===== src/rtl/rebp_pkg.sv =====
package rebp_pkg;

  localparam int SYMBOL_BITS = 8;
  localparam int BYTE_BITS   = 8;
  localparam int K_BITS      = 4;
  localparam int ONES_BITS   = SYMBOL_BITS;
  localparam int TAIL_BITS   = SYMBOL_BITS + 1;
  localparam int REM_BITS    = 10;

  localparam logic [K_BITS-1:0] MAX_K   = 4'd8;
  localparam logic [K_BITS-1:0] K_RESET = 4'd2;

  typedef struct packed {
    logic [SYMBOL_BITS-1:0] symbol;
    logic                   end_of_stream;
  } rebp_in_t;

  typedef struct packed {
    logic [BYTE_BITS-1:0] code_byte;
    logic                 run_last;
    logic                 stream_done;
  } rebp_out_t;

  typedef struct packed {
    logic load;
    logic step;
  } rebp_cmd_t;

  typedef struct packed {
    logic out_full;
    logic finish;
  } rebp_status_t;

endpackage


===== src/rtl/rebp_ctrl.sv =====
module rebp_ctrl (
  input  logic                  clk,
  input  logic                  rst,
  input  logic                  sym_valid,
  output logic                  sym_ready,
  input  logic                  code_ready,
  input  rebp_pkg::rebp_status_t status,
  output rebp_pkg::rebp_cmd_t    cmd
);
  import rebp_pkg::*;

  localparam logic ST_IDLE = 1'b0;
  localparam logic ST_RUN  = 1'b1;

  logic state;
  logic state_next;

  assign sym_ready = (state == ST_IDLE);
  assign cmd.load  = sym_valid && sym_ready;
  assign cmd.step  = (state == ST_RUN) && (!status.out_full || code_ready);

  always_comb begin
    state_next = state;
    case (state)
      ST_IDLE: begin
        if (cmd.load) begin
          state_next = ST_RUN;
        end
      end
      ST_RUN: begin
        if (cmd.step && status.finish) begin
          state_next = ST_IDLE;
        end
      end
      default: begin
        state_next = ST_IDLE;
      end
    endcase
  end

  always_ff @(posedge clk) begin
    if (rst) begin
      state <= ST_IDLE;
    end else begin
      state <= state_next;
    end
  end

endmodule


===== src/rtl/rebp_datapath.sv =====
module rebp_datapath (
  input  logic                       clk,
  input  logic                       rst,
  input  logic                       cfg_we,
  input  logic [rebp_pkg::K_BITS-1:0] cfg_wdata,
  input  rebp_pkg::rebp_in_t          sym_data,
  input  logic                       code_ready,
  output logic                       code_valid,
  output rebp_pkg::rebp_out_t         code_data,
  input  rebp_pkg::rebp_cmd_t         cmd,
  output rebp_pkg::rebp_status_t      status
);
  import rebp_pkg::*;

  logic [K_BITS-1:0]      rice_k;
  logic [K_BITS-1:0]      k_eff;
  logic [ONES_BITS-1:0]   ones;
  logic [ONES_BITS-1:0]   ones_next;
  logic [TAIL_BITS-1:0]   tail;
  logic [TAIL_BITS-1:0]   tail_next;
  logic [3:0]             tail_cnt;
  logic [3:0]             tail_cnt_next;
  logic [6:0]             pend;
  logic [6:0]             pend_next;
  logic [2:0]             cnt;
  logic [2:0]             cnt_next;
  logic                   eos;
  logic [3:0]             space;
  logic [3:0]             n;
  logic [3:0]             sum;
  logic [BYTE_BITS:0]     ones_mask;
  logic [BYTE_BITS-1:0]   bits;
  logic [BYTE_BITS-1:0]   acc_w;
  logic [BYTE_BITS-1:0]   byte_out;
  logic                   emit;
  logic                   last;
  logic [REM_BITS-1:0]    rem_next;

  assign k_eff = (rice_k > MAX_K) ? MAX_K : rice_k;

  always_comb begin
    space         = 4'd8 - {1'b0, cnt};
    n             = '0;
    bits          = '0;
    ones_next     = ones;
    tail_next     = tail;
    tail_cnt_next = tail_cnt;
    ones_mask     = ~({(BYTE_BITS+1){1'b1}} << n);
    if (ones != '0) begin
      n         = ({4'b0, space} < ones) ? space : ones[3:0];
      ones_mask = ~({(BYTE_BITS+1){1'b1}} << n);
      bits      = ones_mask[BYTE_BITS-1:0];
      ones_next = ones - {4'b0, n};
    end else if (tail_cnt != '0) begin
      n             = (space < tail_cnt) ? space : tail_cnt;
      bits          = BYTE_BITS'(tail >> (4'd9 - n));
      tail_next     = tail << n;
      tail_cnt_next = tail_cnt - n;
    end
    sum   = {1'b0, cnt} + n;
    acc_w = BYTE_BITS'({1'b0, pend} << n) | bits;
    emit      = 1'b0;
    byte_out  = acc_w;
    pend_next = acc_w[6:0];
    cnt_next  = sum[2:0];
    if (sum == 4'd8) begin
      emit      = 1'b1;
      pend_next = '0;
      cnt_next  = '0;
    end else if (n == '0 && eos && cnt != '0) begin
      emit      = 1'b1;
      byte_out  = BYTE_BITS'({1'b0, pend} << (4'd8 - {1'b0, cnt}));
      pend_next = '0;
      cnt_next  = '0;
    end
    rem_next = REM_BITS'(ones_next) + REM_BITS'(tail_cnt_next) + REM_BITS'(cnt_next);
    last     = eos ? (rem_next == '0) : (rem_next < REM_BITS'(BYTE_BITS));
  end

  assign status.out_full = code_valid;
  assign status.finish   = (ones_next == '0) && (tail_cnt_next == '0) &&
                           (!eos || cnt_next == '0);

  always_ff @(posedge clk) begin
    if (rst) begin
      rice_k     <= K_RESET;
      pend       <= '0;
      cnt        <= '0;
      ones       <= '0;
      tail_cnt   <= '0;
      code_valid <= 1'b0;
    end else begin
      if (cfg_we) begin
        rice_k <= cfg_wdata;
      end
      if (cmd.load) begin
        ones     <= sym_data.symbol >> k_eff;
        tail_cnt <= k_eff + 4'd1;
      end else if (cmd.step) begin
        ones     <= ones_next;
        tail_cnt <= tail_cnt_next;
        pend     <= pend_next;
        cnt      <= cnt_next;
      end
      if (cmd.step && emit) begin
        code_valid <= 1'b1;
      end else if (code_ready) begin
        code_valid <= 1'b0;
      end
    end
  end

  always_ff @(posedge clk) begin
    if (cmd.load) begin
      tail <= {1'b0, BYTE_BITS'(sym_data.symbol << (4'd8 - k_eff))};
      eos  <= sym_data.end_of_stream;
    end else if (cmd.step) begin
      tail <= tail_next;
    end
    if (cmd.step && emit) begin
      code_data.code_byte   <= byte_out;
      code_data.run_last    <= last;
      code_data.stream_done <= last && eos;
    end
  end

endmodule


===== src/rtl/rice_encoder_byte_packer.sv =====
// Channel    Direction  Signals                               Moves
// sym        in         sym_valid, sym_ready, sym_data        one symbol and end flag
// code       out        code_valid, code_ready, code_data     one packed byte
// cfg        in         cfg_we, cfg_wdata                     Rice parameter write
//
// A symbol is loaded, then the packer takes one step per cycle while no output byte
// waits or the waiting byte is taken; a step appends up to eight bits but never mixes
// unary and remainder bits, and a stream end that leaves a partial byte adds a pad step.
// Reset is synchronous; it empties the pending bits and sets the parameter to 2.
// A stalled output byte holds the packer; a new symbol is taken once the
// previous one has produced all its bytes, even while the last byte waits.
module rice_encoder_byte_packer (
  input  logic                       clk,
  input  logic                       rst,
  input  logic                       sym_valid,
  output logic                       sym_ready,
  input  rebp_pkg::rebp_in_t          sym_data,
  output logic                       code_valid,
  input  logic                       code_ready,
  output rebp_pkg::rebp_out_t         code_data,
  input  logic                       cfg_we,
  input  logic [rebp_pkg::K_BITS-1:0] cfg_wdata
);
  import rebp_pkg::*;

  rebp_cmd_t    cmd;
  rebp_status_t status;

  rebp_ctrl u_ctrl (
    .clk        (clk),
    .rst        (rst),
    .sym_valid  (sym_valid),
    .sym_ready  (sym_ready),
    .code_ready (code_ready),
    .status     (status),
    .cmd        (cmd)
  );

  rebp_datapath u_datapath (
    .clk        (clk),
    .rst        (rst),
    .cfg_we     (cfg_we),
    .cfg_wdata  (cfg_wdata),
    .sym_data   (sym_data),
    .code_ready (code_ready),
    .code_valid (code_valid),
    .code_data  (code_data),
    .cmd        (cmd),
    .status     (status)
  );

endmodule


===== config.mk =====
export PLATFORM = sky130hd
export DESIGN_NAME = rice_encoder_byte_packer
export DESIGN_NICKNAME = d
export VERILOG_FILES = /design/src/rtl/rebp_pkg.sv /design/src/rtl/rebp_ctrl.sv /design/src/rtl/rebp_datapath.sv /design/src/rtl/rice_encoder_byte_packer.sv
export SDC_FILE = /design/constraint.sdc
export NUM_CORES = 1
export LEC_CHECK = 0
export BUFFER_PORTS_ARGS = -buffer_cell sky130_fd_sc_hd__buf_2
export CORE_MARGIN = 5
export CORE_UTILIZATION = 68
export DETAILED_ROUTE_END_ITERATION = 8
export PLACE_DENSITY = 0.95
export SETUP_SLACK_MARGIN = 0.05
export SLEW_MARGIN = 10
export SYNTH_ARGS = -nofsm -noshare
export SYNTH_HDL_FRONTEND = slang
export SYNTH_SLANG_ARGS = --single-unit

===== constraint.sdc =====
create_clock -name clk -period 8.5 [get_ports clk]
set_clock_uncertainty 0.05 [all_clocks]
set_input_delay 0.425 -clock clk [delete_from_list [all_inputs] [get_ports clk]]
set_output_delay 0.425 -clock clk [all_outputs]
set_load 0.02 [all_outputs]

-- Word level (Yosys, flattened, before mapping)
Index checks and enable logic that the tools add are counted.
- output and inout bits: 12
- input bits: 18
- word-level logic and storage cells: 99
- register bits: 48
- shifts and indexed selects: 7
- equal/unequal tests: 2
- $add $sub $neg: 9
- bitwise logic cells: 5
- reductions and logical operators: 27
- order comparisons: 4
- multiplexer cells: 32
- operator list (cell ; number):
    $mux W8 ; 11
    $mux W4 ; 9
    $shl A7 B4 Y8 ; 2
    $mux W7 ; 2
    $add A10 B3 Y10 ; 1
    $logic_not A10 Y1 ; 1
    $lt A10 B4 Y1 const B ; 1
    $add A8 B4 Y9 ; 1
    $logic_and A1 B1 Y1 ; 9
    $shl A9 B4 Y8 const A ; 1
    $shl A9 B4 Y9 ; 1
    $shr A9 B4 Y8 ; 1
    $logic_not A4 Y1 ; 2
    $logic_not A8 Y1 ; 1
    $lt A4 B8 Y1 ; 1
    $not A8 Y8 ; 1
    $or A8 B8 Y8 ; 1
    $reduce_bool A8 Y1 ; 1
    $shl A8 B4 Y8 ; 1
    $shr A8 B4 Y8 ; 1
    $sub A4 B4 Y4 const A ; 2
    $sub A8 B4 Y8 ; 1
    $mux W1 ; 7
    $mux W3 ; 2
    other kinds (18) ; 25

-- Longest topological paths before layout
- word-level depth: 16
- mapped depth: 25
- gate-level depth less buffers: 23

-- By module
From an unflattened synthesis, not the netlist that was laid out.
- cells, all modules: 589
- area total of the unflattened synthesis: 4747.1 um^2
- modules (own cells, without submodules) (module ; cells an instance ; times used ; seq. area each (um^2) ; area each (um^2)):
    rebp_datapath ; 582 ; 1 ; 1131.1 ; 4682.0
    rebp_ctrl ; 7 ; 1 ; 20.0 ; 65.1

-- Worst setup path before layout
No wires, ideal clock.
- path kind: reg2reg
- start point: register u_datapath.cnt[0]
- end point: register u_datapath.code_data[0] (netlist name)
- setup slack: 3105 ps
- period minus slack after synthesis: 5395 ps
- cell stages (with the launch flop): 22
- required time: 8304 ps
- buffers on the path: 2
- arrival time: 5199 ps
- setup time: 146 ps
- path through: dfxtp_1 > inv_2 > ha_1 > ha_1 > ha_1 > o21ai_0 > nor2b_1 > nor2_2 > o21a_2 > inv_2 > buf_4 > buf_2 > ha_1 > fa_1 > o22ai_1 > fa_1 > ha_1 > a21o_1 > a21oi_1 > xnor2_1 > or4b_1 > a21oi_1
- cells in the longest elaborated chain, start to end: 14
- elaborated cells between the ends (all ways): 26
- those cells by class: 6 x add/sub; 3 x order compare; 1 x eq/ne; 10 x mux; 6 x reduce/logical
- RTL lines (element ; line ; source):
    from (decl) ; rebp_datapath.sv:25 ; logic [2:0] cnt;
    from (signal assigned) ; rebp_datapath.sv:103 ; cnt <= cnt_next;
    branches (longest 10 deep; another with $add A8 B4 Y9) ; - ;
    $add A10 B3 Y10 * ; rebp_datapath.sv:76 ; rem_next = REM_BITS'(ones_next) + REM_BITS'(tail_cnt_next) + REM_BITS'(cnt_next);
    $lt A10 B4 Y1 or $logic_not A10 Y1 (tied branches) ; rebp_datapath.sv:77 ; last = eos ? (rem_next == '0) : (rem_next < REM_BITS'(BYTE_BITS));
    $mux W1 * ; rebp_datapath.sv:77 ;
    $logic_and A1 B1 Y1 * ; rebp_datapath.sv:123 ; code_data.stream_done <= last && eos;
Mark *: on every way between the ends.
A chain may end at the register's enable or synchronous reset.

-- Worst setup path in the final report
- start point: register u_datapath.cnt[0]
- end point: register u_datapath.code_data[0] (netlist name)
- cells in the longest elaborated chain, start to end: 14
- elaborated cells between the ends (all ways): 26
- those cells by class: 6 x add/sub; 3 x order compare; 1 x eq/ne; 10 x mux; 6 x reduce/logical
- RTL lines (element ; line):
    branches (longest 10 deep; another with $add A8 B4 Y9) ; -
    $add A10 B3 Y10 * ; rebp_datapath.sv:76
    $lt A10 B4 Y1 or $logic_not A10 Y1 (tied branches) ; rebp_datapath.sv:77
    $mux W1 * ; rebp_datapath.sv:77
    $logic_and A1 B1 Y1 * ; rebp_datapath.sv:123
Marks and branches as above.

==> impl_results.rst <==
.. list-table::
   :header-rows: 1

   * - Metric
     - Value
   * - Class of the tightest hold or removal check
     - in2reg
   * - Number of port buffers
     - 29
   * - Total negative slack for setup checks
     - 0 ns
   * - Total placed cells including tap cells
     - 761
   * - Biggest cell delay along the critical path
     - 0.74 ns
   * - Library cell with the highest instance count after synthesis
     - sky130_fd_sc_hd__nand2_1
   * - Remaining antenna violation count after routing
     - 0
   * - Post-route clock period utilization
     - 82.55%
   * - Count of maximum capacitance violations
     - 0
   * - Net total in the final layout
     - 717
   * - Total Wirelength
     - 15.41 mm
   * - Number of instances in the synthesized netlist
     - 659
   * - Proportion of synthesized chip area in sequential cells
     - 21.85%
   * - Wire length of the first global-routing pass
     - 25.15 mm
   * - Yosys top cell area share
     - 11.02%
   * - Comb pwr share
     - 77.4%
   * - Reported leakage power
     - 2.155 nW
   * - Total placed instance area
     - 5406 um^2
   * - # H-tree levels
     - 2
   * - Power per standard cell area
     - 477.8 nW/um^2
   * - Req. time, crit path
     - 8.61 ns
   * - Relative slew slack
     - 29.03%
   * - Initial detailed-routing violation count
     - 560
   * - CP Class
     - reg2reg
   * - Endpoints failing hold
     - 0
   * - Total of endpoints with negative setup slack in the final report
     - 0
   * - Number of enable flip-flop cells after synthesis
     - 19
   * - Post-synthesis cell type count
     - 84
   * - Buffer cell driving the clock tree root
     - sky130_fd_sc_hd__clkbuf_8
   * - Sequential fraction of design power
     - 17.2%
   * - CP Cell Sequence
     - inv_2, ha_1, ha_1, ha_1, o21ai_0, nor2b_1, nor2_2, o21a_2, inv_2, ha_1, fa_1, o22ai_1, fa_1, ha_1, a21o_1, a21oi_1, xnor2_1, or4b_1, a21oi_1
   * - Final std cell area, no fill
     - 5495 um^2
   * - Worst-case vdd ir drop
     - 0.2023 mV
   * - Post-layout power
     - 2.626 mW
   * - Max Transition Viols Final
     - 0
   * - Critical path peak fanout
     - 22
   * - Number of buffers created by CTS
     - 5
   * - FFs w/ async S/R, synth
     - 0%
   * - Actual transition at the worst max-transition pin
     - 1.053 ns
   * - Unrepaired setup endpoints after global routing
     - no
   * - Peak clock frequency supported by timing
     - 0.1425 GHz
   * - Total of warnings raised by yosys
     - 0
   * - Mapped cell area
     - 5268 um^2
   * - Total Die Area
     - 9607 um^2
   * - Total number of vias
     - 5411
   * - Via density per instance
     - 7.036
   * - Synthesized netlist net count
     - 710
   * - Sort of element at the start of the critical path
     - register
   * - Critical path arrival
     - 7.13 ns
   * - Synthesized area per cell
     - 7.993 um^2
   * - Number of buffers between clock root and the deepest sink
     - 2
   * - Antenna diode instance count
     - 0
   * - Fin worst setup slack
     - 1.483 ns
   * - Placer congestion estimate
     - 1.017
   * - Commonest cells in the netlist
     - sky130_fd_sc_hd__nand2_1, sky130_fd_sc_hd__nor2_1, sky130_fd_sc_hd__a21oi_1, sky130_fd_sc_hd__o21ai_0, sky130_fd_sc_hd__inv_1
   * - GR Overflow Total
     - 0
   * - Die width
     - 98.02 um
   * - Critical-path top delay cell
     - sky130_fd_sc_hd__ha_1
   * - Total net switching power
     - 1.460 mW
   * - Clk network pwr share
     - 5.4%
   * - Vias in the first global route
     - 5160
   * - Number of non-filler instances in the completed layout
     - 769
   * - Detailed placer's ending HPWL
     - 11.88 mm
   * - Maximum number of pins on one net before global-route repair
     - 26
   * - Starting utilization of the core area
     - 68.88%
   * - Global-route total usage across every layer
     - 31.38%
   * - Leading post-synthesis cells by cell area
     - sky130_fd_sc_hd__dfxtp_1, sky130_fd_sc_hd__edfxtp_1, sky130_fd_sc_hd__ha_1
   * - Switching Fraction
     - 55.61%
   * - Clock tree from TritonCTS
     - built
   * - Number of primary I/O pins
     - 30
   * - Top cell type by total area after synthesis
     - sky130_fd_sc_hd__dfxtp_1
   * - Number of antenna violations at the first check in global routing
     - 0
   * - Flip-flop cell with the highest count after synthesis
     - sky130_fd_sc_hd__dfxtp_1
   * - Die Span Y
     - 98.02 um
   * - Share of layout cells above drive strength 1
     - 12.44%
   * - Signed area change from the synthesized netlist to the final layout
     - 4.323%
   * - Clk sinks
     - 48
   * - Final Hold Slack
     - 0.2327 ns
   * - Outcome
     - complete, no violations
   * - Core area
     - 7647 um^2
   * - 1st-pass router iterations
     - 5
   * - Number of hold buffers added after cts
     - 0
   * - Clock latency on the worst-skew pair
     - 0.31 ns
   * - Post-CTS setup repair buffer count
     - 0
   * - Internal Power
     - 1.166 mW
   * - Flops & latches, synth
     - 48
   * - Clock slew seen by the registers of the worst setup and hold paths
     - 0.10 ns
   * - Min Tclk post-route
     - 7.017 ns
   * - Mean routed wirelength per cell
     - 20.04 um
   * - DRC violation count after routing
     - 0
   * - Worst Setup Slack post-DPL
     - 1.658 ns
   * - CP endpoint kind
     - register
   * - Utilization after layout
     - 71.86%
   * - Row count
     - 32
   * - Resize count post-CTS
     - 0
   * - Cell repeated most along the worst path
     - sky130_fd_sc_hd__ha_1
## power by group through the flow
stage                     Clock [mW]  Combinational, mW  Sequential [mW]
after global placement             0               1.90            0.448
after global routing           0.156               2.19            0.462
after CTS                      0.142               1.97            0.447
after detailed placement           0               1.96            0.452
final                          0.143               2.03            0.452
after floorplan                    0               1.51            0.452
## final timing paths
check | depth (start not counted) | slack [ns] | to | start
min reg2reg | 2 | 0.48 | u_datapath.pend[6] | u_datapath.pend[6]
min | 1 | 0.23 | u_datapath.eos | sym_data[0]
max reg2reg | 19 | 1.48 | u_datapath.code_data[0] | u_datapath.cnt[0]
max | 19 | 1.48 | u_datapath.code_data[0] | u_datapath.cnt[0]
## final cells by class
class,instances,area (um^2)
sequential,48,1151
inverter,36,135.1
fill,611,2152
multi-input combinational,545,3840
clock inverter,2,16.27
timing repair buffer,30,152.6
tap,102,127.6
clock buffer,6,72.57
## sequential cells by signal (all words and copies together) (netlist names)
register / flops
u_datapath.ones: 8
u_datapath.tail_cnt: 4
u_ctrl.state: 1
u_datapath.tail: 9
u_datapath.eos: 1
u_datapath.rice_k: 4
u_datapath.pend: 7
u_datapath.code_data: 10
u_datapath.cnt: 3
u_datapath.code_valid: 1
## cell usage in the layout (no fill, tap or decap), types with 13 or more instances in the layout
cell,instances
sky130_fd_sc_hd__a21oi_1,46
sky130_fd_sc_hd__a31oi_1,17
sky130_fd_sc_hd__and3_1,13
sky130_fd_sc_hd__buf_2,29
sky130_fd_sc_hd__dfxtp_1,29
sky130_fd_sc_hd__edfxtp_1,19
sky130_fd_sc_hd__ha_1,29
sky130_fd_sc_hd__inv_1,31
sky130_fd_sc_hd__mux2i_1,29
sky130_fd_sc_hd__nand2_1,62
sky130_fd_sc_hd__nand3_1,29
sky130_fd_sc_hd__nor2_1,52
sky130_fd_sc_hd__o21ai_0,46
## metal layers
metal	part of all wire, %	track usage (%)	wire, um	up-vias
li1	-	-	-	2504
met1	39	39.67	6055	2501
met2	48	53.19	7376	354
met3	9.6	5.071	1480	52
met4	3.2	12.89	496	0
met5	0	0	0	-
## cell families after synthesis
| group | after synthesis | share of synthesized area, % |
|---|---|---|
| AOI/OAI and AO/OA | 219 | 27.51 |
| xor gates and xnor gates | 13 | 2.162 |
| adders and majority gates | 33 | 8.409 |
| buffers and inverters | 66 | 5.249 |
| DFF | 48 | 21.85 |
| muxes | 45 | 11.07 |
| and+or+nand+nor | 235 | 23.75 |
## critical path: cells and delay by family (launching register included)
kind | cells | cell delay, ns
AO/OA/AOI/OAI | 6 | 1.52
buffers and inverters | 2 | 0.59
flip-flops | 1 | 0.69
XOR/XNOR | 1 | 0.13
adder cells (fa/ha/maj) | 7 | 2.86
AND/OR/NAND/NOR | 3 | 1.01
Power figures use the tool's default switching activity.
